`config.mk`:
```
export PLATFORM = sky130hd
export DESIGN_NAME = epoch_to_calendar_dst_unit
export DESIGN_NICKNAME = d
export VERILOG_FILES = /design/src/rtl/e2c_pkg.sv /design/src/rtl/e2c_sdiv.sv /design/src/rtl/epoch_to_calendar_dst_unit.sv
export SDC_FILE = /design/constraint.sdc
export NUM_CORES = 1
export LEC_CHECK = 0
export BUFFER_PORTS_ARGS = -buffer_cell sky130_fd_sc_hd__buf_2
export CELL_PAD_IN_SITES_DETAIL_PLACEMENT = 2
export CELL_PAD_IN_SITES_GLOBAL_PLACEMENT = 2
export CORE_MARGIN = 1
export CORE_UTILIZATION = 25
export CTS_CLUSTER_DIAMETER = 30
export DETAILED_ROUTE_END_ITERATION = 8
export GPL_ROUTABILITY_DRIVEN = 0
export HOLD_SLACK_MARGIN = 0.08
export PLACE_DENSITY = 0.62
export SLEW_MARGIN = 15
export SYNTH_ARGS = -nofsm -noshare
export SYNTH_HDL_FRONTEND = slang
export SYNTH_SLANG_ARGS = --single-unit
```
`constraint.sdc`:
```
create_clock -name clk -period 7.2 [get_ports clk]
set_input_delay 0 -clock clk [delete_from_list [all_inputs] [get_ports clk]]
set_output_delay 0 -clock clk [all_outputs]
set_load 0.02 [all_outputs]
```
`src/rtl/e2c_pkg.sv`:
```
`timescale 1ns / 1ps
// ----------------------------------------------------------------------------
// e2c_pkg - shared types and constants for the epoch to calendar converter
// Sequencer states, fixed calendar constants and the month length table.
// ----------------------------------------------------------------------------
package e2c_pkg;

  // Sequencer states
  typedef enum logic [2:0] {
    ST_IDLE,
    ST_DAY,
    ST_PREP,
    ST_SPLIT,
    ST_YEAR,
    ST_TAIL,
    ST_FIN
  } e2c_state_t;

  // Serial divisors
  localparam int unsigned DaySecs   = 86400;
  localparam int unsigned MinSecs   = 60;
  localparam int unsigned BlockDays = 1461;   // four years, first one leap
  localparam int unsigned WeekDays  = 7;

  // Serial pass bounds for the step counter (one dividend bit per cycle)
  localparam logic [4:0] DayLast   = 5'd31;   // 32-bit seconds count
  localparam logic [4:0] SplitLast = 5'd16;   // 17-bit day and second values
  localparam logic [4:0] TailLast  = 5'd11;   // month walk, worst case
  localparam logic [4:0] MinBits   = 5'd11;   // minute of day
  localparam logic [4:0] DoyBits   = 5'd9;    // day of year

  // Four-year blocks count from 1968-01-01
  localparam logic [11:0] BaseYear   = 12'd1968;
  localparam logic [16:0] EpochShift = 17'd731;    // 1968-01-01 to 1970-01-01
  // 2100 is not leap: from 2100-03-01 on, one phantom day is inserted
  localparam logic [15:0] SkipDay    = 16'd47541;  // 2100-03-01 in epoch days
  localparam logic [11:0] SkipYear   = 12'd2100;
  localparam logic [8:0]  PhantomDoy = 9'd60;      // zero-based doy just after the phantom Feb 29

  // Year starts inside a block
  localparam logic [10:0] Year1Start = 11'd366;
  localparam logic [10:0] Year2Start = 11'd731;
  localparam logic [10:0] Year3Start = 11'd1096;

  // Month codes
  localparam logic [3:0] MonFeb = 4'd1;
  localparam logic [3:0] MonMar = 4'd2;
  localparam logic [3:0] MonApr = 4'd3;
  localparam logic [3:0] MonJun = 4'd5;
  localparam logic [3:0] MonSep = 4'd8;
  localparam logic [3:0] MonOct = 4'd9;
  localparam logic [3:0] MonNov = 4'd10;
  localparam logic [3:0] MonDec = 4'd11;

  localparam logic [2:0] Sunday      = 3'd6;
  localparam logic [2:0] EpochWday   = 3'd3;   // 1970-01-01 was a Thursday
  localparam logic [8:0] LongMonLast = 9'd30;  // last zero-based day of a 31-day month

  // Days in a month
  function automatic logic [4:0] month_len(input logic [3:0] mon, input logic leap);
    logic [4:0] len;
    len = 5'd31;
    unique case (mon)
      MonFeb:                         len = leap ? 5'd29 : 5'd28;
      MonApr, MonJun, MonSep, MonNov: len = 5'd30;
      default:                        len = 5'd31;
    endcase
    return len;
  endfunction

endpackage

```
`src/rtl/e2c_sdiv.sv`:
```
`timescale 1ns / 1ps
// ----------------------------------------------------------------------------
// e2c_sdiv - bit-serial restoring divider by a constant
// Takes one dividend bit per cycle while step is high, MSB first; emits one
// quotient bit per cycle and keeps the running remainder.
// ----------------------------------------------------------------------------
module e2c_sdiv #(
  parameter int unsigned DIV = 7
) (
  input  logic                     clk,
  input  logic                     clr,
  input  logic                     step,
  input  logic                     dbit,
  output logic                     qbit,
  output logic [$clog2(DIV)-1:0]   rem
);

  localparam int unsigned RW   = $clog2(DIV);
  localparam logic [RW:0] DivC = (RW + 1)'(DIV);

  logic [RW-1:0] rem_r, rem_nxt;
  logic [RW:0]   cand;

  // shift in one bit, subtract the divisor when it fits
  assign cand = {rem_r, dbit};
  assign qbit = (cand >= DivC);
  assign rem  = rem_r;

  always_comb begin
    rem_nxt = rem_r;
    if (clr) begin
      rem_nxt = '0;
    end else if (step) begin
      rem_nxt = qbit ? RW'(cand - DivC) : cand[RW-1:0];
    end
  end

  always_ff @(posedge clk) begin
    rem_r <= rem_nxt;
  end

endmodule

```
`src/rtl/epoch_to_calendar_dst_unit.sv`:
```
`timescale 1ns / 1ps
// ----------------------------------------------------------------------------
// epoch_to_calendar_dst_unit - epoch seconds to civil UTC date with UK DST
// Input word: 32-bit seconds since 1970-01-01 00:00 UTC. Output word: time of
// day, date, weekday, week of year, year and a day-granular summer-time flag.
//
// Usage:
//  - in_* channel takes one word when in_tvalid and in_tready are high.
//    in_tready is high only while the converter is idle.
//  - out_* channel holds the result in an output register until taken.
//  - A new word is accepted only after the last result has been loaded into
//    the output register, so one word is converted at a time.
//  - The conversion runs as bit-serial division: seconds by 86400 first,
//    then seconds/60, days/1461 and days mod 7 side by side, then
//    minutes/60, day-of-year/7 and the month walk together.
//  - If the receiver stalls, the result waits in the output register and the
//    next word is still accepted and converted; it waits in its last step
//    until the output register frees.
//  - Reset (rst_n low, synchronous) returns to idle and drops out_tvalid.
// ----------------------------------------------------------------------------
module epoch_to_calendar_dst_unit
  import e2c_pkg::*;
(
  input  logic        clk,
  input  logic        rst_n,
  input  logic        in_tvalid,
  output logic        in_tready,
  input  logic [31:0] in_tdata,   // [31:0] epoch_seconds
  output logic        out_tvalid,
  input  logic        out_tready,
  // [5:0] second_of_minute, [11:6] minute_of_hour, [16:12] hour_of_day,
  // [25:17] day_in_year, [30:26] day_in_month, [33:31] weekday,
  // [37:34] month_index, [43:38] week_in_year, [44] summer_time,
  // [56:45] calendar_year, [63:57] zero
  output logic [63:0] out_tdata
);

  e2c_state_t state_r, state_nxt;
  logic [4:0] cnt_r, cnt_nxt;

  // serial datapath
  logic [31:0] sh_a_r;
  logic [16:0] sh_b_r, sh_c_r;
  logic [15:0] days_r;
  logic [10:0] qmin_r;
  logic [5:0]  qblk_r;
  logic [4:0]  qhr_r;
  logic [5:0]  qwk_r;
  logic [5:0]  sec_r;
  logic [2:0]  wd_r;
  logic [11:0] year_r;
  logic        leap_r;
  logic [8:0]  doy_r;
  logic [8:0]  mrem_r;
  logic [3:0]  month_r;

  logic        out_tvalid_r;
  logic [63:0] out_tdata_r;

  logic in_acc, out_load;
  logic day_step, sixty_step, seven_step, blk_step;
  logic sixty_clr, seven_clr;
  logic day_q, sixty_q, blk_q, seven_q;
  logic [16:0] day_rem;
  logic [5:0]  sixty_rem;
  logic [10:0] blk_rem;
  logic [2:0]  seven_rem;

  assign in_acc    = in_tvalid && in_tready;
  assign in_tready = (state_r == ST_IDLE);

  // ---------------- serial dividers ----------------
  e2c_sdiv #(.DIV(DaySecs)) u_day (
    .clk(clk), .clr(in_acc), .step(day_step), .dbit(sh_a_r[31]),
    .qbit(day_q), .rem(day_rem)
  );

  e2c_sdiv #(.DIV(MinSecs)) u_sixty (
    .clk(clk), .clr(sixty_clr), .step(sixty_step), .dbit(sh_a_r[31]),
    .qbit(sixty_q), .rem(sixty_rem)
  );

  e2c_sdiv #(.DIV(BlockDays)) u_blk (
    .clk(clk), .clr(in_acc), .step(blk_step), .dbit(sh_b_r[16]),
    .qbit(blk_q), .rem(blk_rem)
  );

  e2c_sdiv #(.DIV(WeekDays)) u_seven (
    .clk(clk), .clr(seven_clr), .step(seven_step), .dbit(sh_c_r[16]),
    .qbit(seven_q), .rem(seven_rem)
  );

  // ---------------- sequencer ----------------
  always_ff @(posedge clk) begin
    if (!rst_n) begin
      state_r <= ST_IDLE;
      cnt_r   <= '0;
    end else begin
      state_r <= state_nxt;
      cnt_r   <= cnt_nxt;
    end
  end

  always_comb begin
    state_nxt  = state_r;
    cnt_nxt    = cnt_r;
    day_step   = 1'b0;
    blk_step   = 1'b0;
    sixty_step = 1'b0;
    seven_step = 1'b0;
    sixty_clr  = in_acc;
    seven_clr  = in_acc;
    out_load   = 1'b0;
    unique case (state_r)
      ST_IDLE: begin
        cnt_nxt = '0;
        if (in_acc) state_nxt = ST_DAY;
      end
      ST_DAY: begin
        day_step = 1'b1;
        cnt_nxt  = cnt_r + 5'd1;
        if (cnt_r == DayLast) begin
          state_nxt = ST_PREP;
          cnt_nxt   = '0;
        end
      end
      ST_PREP: begin
        state_nxt = ST_SPLIT;
      end
      ST_SPLIT: begin
        blk_step   = 1'b1;
        sixty_step = 1'b1;
        seven_step = 1'b1;
        cnt_nxt    = cnt_r + 5'd1;
        if (cnt_r == SplitLast) begin
          state_nxt = ST_YEAR;
          cnt_nxt   = '0;
        end
      end
      ST_YEAR: begin
        sixty_clr = 1'b1;
        seven_clr = 1'b1;
        state_nxt = ST_TAIL;
      end
      ST_TAIL: begin
        sixty_step = (cnt_r < MinBits);
        seven_step = (cnt_r < DoyBits);
        cnt_nxt    = cnt_r + 5'd1;
        if (cnt_r == TailLast) begin
          state_nxt = ST_FIN;
          cnt_nxt   = '0;
        end
      end
      ST_FIN: begin
        if (!out_tvalid_r || out_tready) begin
          out_load  = 1'b1;
          state_nxt = ST_IDLE;
        end
      end
      default: state_nxt = ST_IDLE;
    endcase
  end

  // ---------------- year split from the four-year block ----------------
  logic [16:0] dadj;
  logic [1:0]  yib;
  logic [10:0] ybase;
  logic [8:0]  rr;
  logic [11:0] yr;
  logic        is_skip;
  logic [8:0]  doy_c;
  logic        leap_c;

  // days since 1968-01-01, with a phantom Feb 29 in 2100
  assign dadj = 17'(days_r) + EpochShift + 17'(days_r >= SkipDay);

  always_comb begin
    priority if (blk_rem >= Year3Start) begin
      yib = 2'd3; ybase = Year3Start;
    end else if (blk_rem >= Year2Start) begin
      yib = 2'd2; ybase = Year2Start;
    end else if (blk_rem >= Year1Start) begin
      yib = 2'd1; ybase = Year1Start;
    end else begin
      yib = 2'd0; ybase = '0;
    end
  end

  assign rr      = 9'(blk_rem - ybase);
  assign yr      = BaseYear + 12'({qblk_r, 2'b00}) + 12'(yib);
  assign is_skip = (yr == SkipYear);
  assign doy_c   = (is_skip && rr >= PhantomDoy) ? rr - 9'd1 : rr;
  assign leap_c  = (yib == 2'd0) && !is_skip;

  // ---------------- month walk ----------------
  logic [4:0] mlen;
  logic       m_stop;

  assign mlen   = month_len(month_r, leap_r);
  assign m_stop = (mrem_r < 9'(mlen)) || (month_r == MonDec);

  // ---------------- datapath registers ----------------
  always_ff @(posedge clk) begin
    unique case (state_r)
      ST_IDLE: begin
        if (in_acc) sh_a_r <= in_tdata;
      end
      ST_DAY: begin
        sh_a_r <= {sh_a_r[30:0], 1'b0};
        days_r <= {days_r[14:0], day_q};
      end
      ST_PREP: begin
        sh_a_r <= {day_rem, 15'd0};
        sh_b_r <= dadj;
        sh_c_r <= 17'(days_r) + 17'(EpochWday);
      end
      ST_SPLIT: begin
        sh_a_r <= {sh_a_r[30:0], 1'b0};
        sh_b_r <= {sh_b_r[15:0], 1'b0};
        sh_c_r <= {sh_c_r[15:0], 1'b0};
        qmin_r <= {qmin_r[9:0], sixty_q};
        qblk_r <= {qblk_r[4:0], blk_q};
      end
      ST_YEAR: begin
        sec_r   <= sixty_rem;
        wd_r    <= seven_rem;
        year_r  <= yr;
        leap_r  <= leap_c;
        doy_r   <= doy_c;
        mrem_r  <= doy_c;
        month_r <= '0;
        sh_a_r  <= {qmin_r, 21'd0};
        sh_c_r  <= {doy_c, 8'd0};
      end
      ST_TAIL: begin
        sh_a_r <= {sh_a_r[30:0], 1'b0};
        sh_c_r <= {sh_c_r[15:0], 1'b0};
        if (cnt_r < MinBits) qhr_r <= {qhr_r[3:0], sixty_q};
        if (cnt_r < DoyBits) qwk_r <= {qwk_r[4:0], seven_q};
        if (!m_stop) begin
          mrem_r  <= mrem_r - 9'(mlen);
          month_r <= month_r + 4'd1;
        end
      end
      ST_FIN: begin
      end
      default: begin
      end
    endcase
  end

  // ---------------- summer-time flag ----------------
  logic [3:0] to_sun;
  logic       last_sun_passed;
  logic       dst;

  assign to_sun          = (wd_r < Sunday) ? 4'(Sunday - wd_r) : 4'd7;
  assign last_sun_passed = (mrem_r + 9'(to_sun)) > LongMonLast;

  always_comb begin
    priority if (month_r == MonMar) begin
      dst = last_sun_passed;
    end else if (month_r == MonOct) begin
      dst = !last_sun_passed;
    end else begin
      dst = (month_r >= MonApr) && (month_r <= MonSep);
    end
  end

  // ---------------- output register ----------------
  always_ff @(posedge clk) begin
    if (!rst_n) begin
      out_tvalid_r <= 1'b0;
    end else if (out_load) begin
      out_tvalid_r <= 1'b1;
    end else if (out_tready) begin
      out_tvalid_r <= 1'b0;
    end
  end

  always_ff @(posedge clk) begin
    if (out_load) begin
      out_tdata_r <= {7'd0, year_r, dst, qwk_r, month_r, wd_r,
                      5'(mrem_r + 9'd1), doy_r, qhr_r, sixty_rem, sec_r};
    end
  end

  assign out_tvalid = out_tvalid_r;
  assign out_tdata  = out_tdata_r;

endmodule

```
==> impl_results.md, run 1 <==
- Diode count: 0
- F_max: between 0.2 and 0.25 GHz
- Cell Area, Synth: ~13000 um^2
- Worst path slowest cell: o2111a_1
- Critical Path AT: about 5.3 ns
- Initial antenna violation count: 0
- Number of remaining DRC errors: 0
- Total number of vias: 9928
- Count of non-filler cells in the finished layout: a little over 2000
- Clock skew: 0.04593 ns
- RSZ-0062 raised after global routing: no
- Critical Path Fanout Max: 18
- GR Overflow Total: 0
- Actual slew at the worst max-slew pin: between 0.9 and 1 ns
- Final nets: between 1000 and 1500
- Initial Util: 0.2555
- Clk sink count: 255
- Largest net degree at the start of global routing: 76
- Commonest non-fill, non-tap cell in the layout: edfxtp_1
- MaxCap Viol Count: 0
- Dpl cells: between 1500 and 2000
- Crit-path most repeated cell: nor2b_1
- Layout overhead on the synthesized area: 31.69%
- Synthesis Warnings: 0
- Die Wd: approximately 230 um
- Worst path required time: 7.55 ns
- Status: finished, final reports clean
- GRT Resource Usage Total: 0.1435
- Initial drt markers: ~370
- Post-DR wirelength/cell: about 18 um
- Synth async-reset ratio: 0
- Leak pwr: a little over 0.006 uW
- Cell Rows: 82
- DP Area: about 14000 um^2
- Layout cells sized above 1: 0.1792
- Worst-path clk slew: 0.05 ns
- Synth unique cells: 77
- Tmin final: just under 5 ns
- Most frequent cells in the layout: 209 x edfxtp_1, 121 x nand2_1, 94 x buf_2
- Post-Route WL: between 30000 and 40000 um
- Final hold slack: 0.2446 ns
- Number of fill cells: roughly 5300
- Worst relative slew slack: 0.3254
- Vias/cell: between 4 and 5
- CP endpoint kind: register
- Slew Viols, Final: 0
- Synth Register Bits: between 200 and 300
- Syn avg cell area: between 10 and 15 um^2
- Sequential area share after synthesis: 0.5569
- CP Cell Sequence: or4b_1, or3_1, o21ai_0, nor2b_1, ha_1, fa_1, nor2b_1, o31a_1, o21a_1, o31ai_1, o2111a_1, nor4_1, or2_2
- Worst-Skew Late Latency: between 0.6 and 0.7 ns
- Cells after Synth: around 1200
- Longest Clk Path Bufs: 3
- Multi-input logic area: around 5200 um^2
- Buf+Inv Stages, Crit Path: 0
- CTS H-tree depth: 3
- WHS Endpoint: sh_a_r[6]
- Detailed Routing Iterations Pass 1: 4
- Register area: 7199 um^2
- Final setup TNS: 0 ns
- Post-CTS Setup Bufs: 0
- RR Startpoint: u_blk.rem[8]
- Top_reg_cell synth: edfxtp_1
- Global-route wire length before repair: 60200 um
- DRT antenna net count: 0
- R2R setup slack: between 2 and 2.5 ns
- Worst IR Drop VDD: between 0.15 and 0.2 mV
- Cell family with most CP delay: compound AO/OA/AOI/OAI gates
- Core ar.: 50580 um^2
- Final HPWL from detailed placement: 23440 um
- Critical Path Source Type: register
- Reg2reg path depth: 13
- Port Buffers: between 90 and 100
- Final setup violation count: 0
- Pwr Density: between 300 and 400 nW/um^2
- Die ar.: between 50000 and 60000 um^2
- CTS Buf Count: 77
- HP Class: input port to register
- Critical path's largest stage delay: approximately 0.8 ns
- R2R Path End: doy_r[6]
- Number of global-route vias before repair: roughly 11000
- Total power: between 6000 and 7000 uW
- Hold Crit Depth: 4
- Vert. Die Dim: around 230 um
- Critical path class: register to register
- Fin crit share: 0.6887
- Post-layout instance area: around 17000 um^2
- Root buffer cell: clkbuf_16
- Final hold vios: 0
- Levels on crit path: 13
- IO Count: 102
- EDFF count, synth: roughly 210
- Hold Crit Start: in_tdata[6]
- CTS tree: done
- Cts repair resizes: 0
- Hold Buf Count CTS: 37
[sequential cells by signal, indices dropped and copies added (netlist names)]
| register | count |
|---|---|
| leap_r | 1 |
| mrem_r | 9 |
| sec_r | 6 |
| qwk_r | 6 |
| out_tdata | 56 |
| sh_b_r | 17 |
| u_blk.rem | 11 |
| sh_c_r | 17 |
| doy_r | 9 |
| state_r | 3 |
| wd_r | 3 |
| u_seven.rem | 3 |
| qblk_r | 6 |
| u_sixty.rem | 6 |
| qhr_r | 5 |
| month_r | 4 |
| days_r | 16 |
| u_day.rem | 17 |
| sh_a_r | 32 |
| qmin_r | 11 |
| cnt_r | 5 |
| year_r | 11 |
| out_tvalid | 1 |
[metal layers]
| layer | wire length [um] | part of all wire | global-route usage |
|---|---|---|---|
| met5 | 0 | 0 | 0 |
| met1 | 16420 | 0.44 | 0.1722 |
| met2 | 18410 | 0.50 | 0.2469 |
| met4 | 894 | 0.024 | 0.06104 |
| met3 | 1412 | 0.038 | 0.03075 |
[how the worst max path moves through the flow]
stage / slack [ns] / endpoint / startpoint
floorplan: 1.71 / out_tdata[0] / state_r[0]
global placement: 2.36 / doy_r[6] / u_blk.rem[8]
detailed placement: 2.23 / doy_r[6] / u_blk.rem[8]
CTS: 2.26 / doy_r[6] / u_blk.rem[8]
global route: 1.94 / doy_r[6] / u_blk.rem[8]
finish: 2.24 / doy_r[6] / u_blk.rem[8]
[where the power goes]
part	switching, uW	internal (uW)	leakage, uW
clock	1030	2360	0.00127
combinational	770	465	0.00264
sequential	134	1820	0.00231
[worst min-delay path: cells and delay by family]
kind / cells / cell delay [ns]
compound gates: 1 / 0.06
buf+inv: 2 / 0.63
simple gates: 1 / 0.05
[final cells by class]
class	instances	share of cell area
clock buffers	89	0.1165
repair buffers	144	0.05514
flip-flops and latches	255	0.4230
clock inverters	50	0.03749
multi-input cells	794	0.3070
inverters	52	0.01147
well taps	672	0.04940
[logic make-up after synthesis]
group / count (synthesis) / synth area share
simple gates: 343 / 0.1250
buf+inv: 136 / 0.04221
compound gates: 316 / 0.1715
xor+xnor: 70 / 0.04850
flops: 255 / 0.5569
mux: 12 / 0.009391
other cells: 1 / 0.0002902
fa+ha+maj: 46 / 0.04628
[per-stage QoR]
| step | setup slack (ns) | util |
|---|---|---|
| after detailed placement | 2.227 | 0.2773 |
| final | 2.241 | 0.3365 |
| after global placement | 2.360 | 0.2773 |
| after CTS | 2.256 | 0.3364 |
| after floorplan | 1.713 | - |
| after global routing | 1.940 | 0.3365 |
[synthesized netlist by cell type (8+ instances only)]
library cell | instances | area, um^2
a211oi_1 | 19 | 142.6
a21boi_0 | 21 | 157.7
a21oi_1 | 61 | 305.3
a221oi_1 | 15 | 131.4
a22oi_1 | 20 | 150.1
buf_1 | 14 | 52.55
buf_4 | 8 | 60.06
clkbuf_1 | 58 | 217.7
dfxtp_1 | 46 | 920.9
edfxtp_1 | 209 | 6276
ha_1 | 43 | 538.0
inv_1 | 51 | 191.4
mux2i_1 | 11 | 110.1
nand2_1 | 121 | 454.2
nand3_1 | 21 | 105.1
nor2_1 | 91 | 341.6
nor2b_1 | 16 | 100.1
nor3_1 | 24 | 120.1
nor3b_1 | 13 | 97.59
nor4_1 | 8 | 50.05
o211ai_1 | 10 | 75.07
o21a_1 | 8 | 60.06
o21ai_0 | 58 | 290.3
o221ai_1 | 15 | 131.4
o22ai_1 | 17 | 106.4
xnor2_1 | 40 | 350.3
xor2_1 | 29 | 254.0
No activity file was read; power rests on OpenSTA's default activity.
==> inputs of run 2 (changes only) <==
--- a/config.mk
+++ b/config.mk
@@ -14,7 +14,7 @@
 export DETAILED_ROUTE_END_ITERATION = 8
 export GPL_ROUTABILITY_DRIVEN = 0
 export HOLD_SLACK_MARGIN = 0.08
-export PLACE_DENSITY = 0.62
+export PLACE_DENSITY = 0.64
 export SLEW_MARGIN = 15
 export SYNTH_ARGS = -nofsm -noshare
 export SYNTH_HDL_FRONTEND = slang
==> constraint.sdc (replaced) <==
create_clock -name clk -period 4 [get_ports clk]
set_input_delay 0 -clock clk [delete_from_list [all_inputs] [get_ports clk]]
set_output_delay 0 -clock clk [all_outputs]
set_load 0.02 [all_outputs]
==> impl_results.md, run 2 (synthesis results as in run 1) <==
- Status: finished, final reports clean (unchanged)
- Commonest non-fill, non-tap cell in the layout: edfxtp_1 (unchanged)
- Critical Path Source Type: register (unchanged)
- Core ar.: 50580 um^2 (unchanged)
- Longest Clk Path Bufs: 3 (unchanged)
- Root buffer cell: clkbuf_16 (unchanged)
- Critical path class: register to register (unchanged)
- GRT Resource Usage Total: 0.1460 (was 0.1435)
- Slew Viols, Final: 0 (unchanged)
- Critical path's largest stage delay: 0.53 ns (was 0.80 ns)
- Critical Path AT: 4.32 ns (was 5.31 ns)
- HP Class: input port to register (unchanged)
- Dpl ws: -0.2242 ns (was 2.227 ns)
- RR Startpoint: u_blk.rem[8] (unchanged)
- Crit path capture: sh_c_r[15] (was doy_r[6])
- Hold Crit Depth: 3 (was 4)
- R2R Path End: sh_c_r[15] (was doy_r[6])
- Largest register FFs: 56 (unchanged)
- Worst relative slew slack: 0.3269 (was 0.3254)
- Fin crit share: 0.9979 (was 0.6887)
- Vias/cell: 4.847 (was 4.829)
- IO Count: 102 (unchanged)
- Port Buffers: 94 (unchanged)
- Largest net degree at the start of global routing: 62 (was 76)
- CTS tree: done (unchanged)
- Cell Rows: 82 (unchanged)
- DRT antenna net count: 0 (unchanged)
- Worst IR Drop VDD: 0.3334 mV (was 0.1528 mV)
- Post-Route WL: 38490 um (was 37150 um)
- Actual slew at the worst max-slew pin: 1.002 ns (was 0.9864 ns)
- Final nets: 1458 (was 1406)
- Clock Power Share: 0.461 (was 0.515)
- Diode count: 0 (unchanged)
- MaxCap Viol Count: 0 (unchanged)
- Tmin final: 3.992 ns (was 4.959 ns)
- Reg2reg path depth: 14 (was 13)
- CP endpoint kind: register (unchanged)
- Post-layout instance area: 17360 um^2 (was 17020 um^2)
- Final setup violation count: 0 (unchanged)
- Clk sink count: 255 (unchanged)
- Crit path launch: u_blk.rem[8] (unchanged)
- Total number of vias: 10210 (was 9928)
- Layout overhead on the synthesized area: 34.30% (was 31.69%)
- Critical Path Fanout Max: 4 (was 18)
- CTS Buf Count: 73 (was 77)
- Initial Util: 0.2555 (unchanged)
- Most frequent cells in the layout: 209 x edfxtp_1, 121 x nand2_1, 94 x buf_2 (unchanged)
- Post-DR wirelength/cell: 18.27 um (was 18.07 um)
- Clock skew: 0.02080 ns (was 0.04593 ns)
- Comb pwr share: 0.243 (was 0.187)
- Count of non-filler cells in the finished layout: 2106 (was 2056)
- Worst path required time: 4.32 ns (was 7.55 ns)
- Dpl cells: 1931 (was 1880)
- Die Wd: 229.4 um (unchanged)
- Detailed Routing Iterations Pass 1: 4 (unchanged)
- R2R setup slack: 0.008 ns (was 2.24 ns)
- P_int: 8328 uW (was 4653 uW)
- Initial drt markers: 460 (was 369)
- Leak pwr: 0.006398 uW (was 0.006218 uW)
- Switching power total: 3539 uW (was 1936 uW)
- Switching Share: 0.2982 (was 0.2938)
- Final HPWL from detailed placement: 25100 um (was 23440 um)
- Die ar.: 52610 um^2 (unchanged)
- DP Area: 14480 um^2 (was 14030 um^2)
- CP Cell Sequence: or4b_4, or3_4, o21ai_2, nor2b_4, inv_1, ha_1, nor2b_1, nand2_1, o32ai_2, a211oi_2, buf_4, a2111oi_4, xnor2_2, a221o_1 (was or4b_1, or3_1, o21ai_0, nor2b_1, ha_1, fa_1, nor2b_1, o31a_1, o21a_1, o31ai_1, o2111a_1, nor4_1, or2_2)
- RSZ-0062 raised after global routing: yes (was no)
- Global-route wire length before repair: 61440 um (was 60200 um)
- Layout cells sized above 1: 0.2225 (was 0.1792)
- Number of remaining DRC errors: 0 (unchanged)
- F_max: 0.2505 GHz (was 0.2017 GHz)
- Vert. Die Dim: 229.4 um (unchanged)
- Worst-Skew Late Latency: 0.59 ns (was 0.61 ns)
- Final hold vios: 0 (unchanged)
- CTS H-tree depth: 3 (unchanged)
- Sequential share of power: 0.296 (was 0.297)
- Core Util, Final: 0.3431 (was 0.3365)
- Final worst slack: 0.008463 ns (was 2.241 ns)
- Worst path slowest cell: or4b_4 (was o2111a_1)
- Worst-path clk slew: 0.04 ns (was 0.05 ns)
- Initial antenna violation count: 0 (unchanged)
- GR Overflow Total: 0 (unchanged)
- Pwr Density: 683.7 nW/um^2 (was 387.1 nW/um^2)
- Final hold slack: 0.2508 ns (was 0.2446 ns)
- Number of global-route vias before repair: 11170 (was 10910)
-- run 2: cell types whose count changed in the layout (fill, tap and decap cells not counted), moves of 3 or more --
cell,before,now
buf_4,13,65
clkinv_4,5,0
clkbuf_16,77,74
nor2b_1,16,13
clkinv_2,11,14
bufinv_16,11,6
-- run 2: what timing repair did --
item	in CTS	in global routing
endpoints found under the setup margin	23	24
hold buffers	37	0
pin swaps	0	11
hold endpoints to repair	50	0
gates resized for setup	7	20
setup buffers	1	4
-- run 2: power by group through the flow --
stage | Sequential (uW) | Combinational [uW] | Clock, uW
finish | 3510 | 2880 | 5470
global route | 3550 | 3160 | 5730
CTS | 3510 | 2760 | 5600
detailed placement | 3540 | 2630 | 0
global placement | 3530 | 2530 | 0
floorplan | 3430 | 1740 | 0
-- run 2: layer usage --
layer / vias up / global-route usage / share of wire
li1: 4796 / - / -
met1: 5159 / 0.1801 / 0.44
met2: 191 / 0.2474 / 0.50
met3: 61 / 0.02913 / 0.034
met4: 0 / 0.06063 / 0.023
met5: - / 0 / 0
-- run 2: how the worst min path moves through the flow --
stage | from | to | slack [ns]
3_3_place_gp | in_tdata[0] | sh_a_r[0] | 0.28
3_5_place_dp | in_tdata[0] | sh_a_r[0] | 0.29
6_report | in_tdata[0] | sh_a_r[0] | 0.25
2_1_floorplan | rst_n | out_tvalid | 0.12
5_1_grt | in_tdata[0] | sh_a_r[0] | 0.24
4_1_cts | in_tdata[0] | sh_a_r[0] | 0.21
-- run 2: cell type report --
cell class                 count  area, um^2
tap                          672       840.8
fill                        5336       33220
clock inverter                45       420.4
timing repair buffer         200        1391
multi-input combinational    794        5394
inverter                      52       195.2
sequential                   255        7201
clock buffer                  88        1914
-- run 2: stage by stage --
stage | TNS, ns | total power, uW
floorplan | -0.04803 | 5173
global placement | -0.3669 | 6064
detailed placement | -1.806 | 6175
CTS | -0.01407 | 11870
global route | -1.303 | 12430
finish | 0 | 11870
-- run 2: worst max-delay path, delay by kind of cell, from the launching register on --
family	cells	cell delay, ns
compound gates	5	1.22
simple gates	5	1.47
xor+xnor	1	0.14
flops	1	0.31
fa+ha+maj	1	0.31
buf+inv	2	0.28
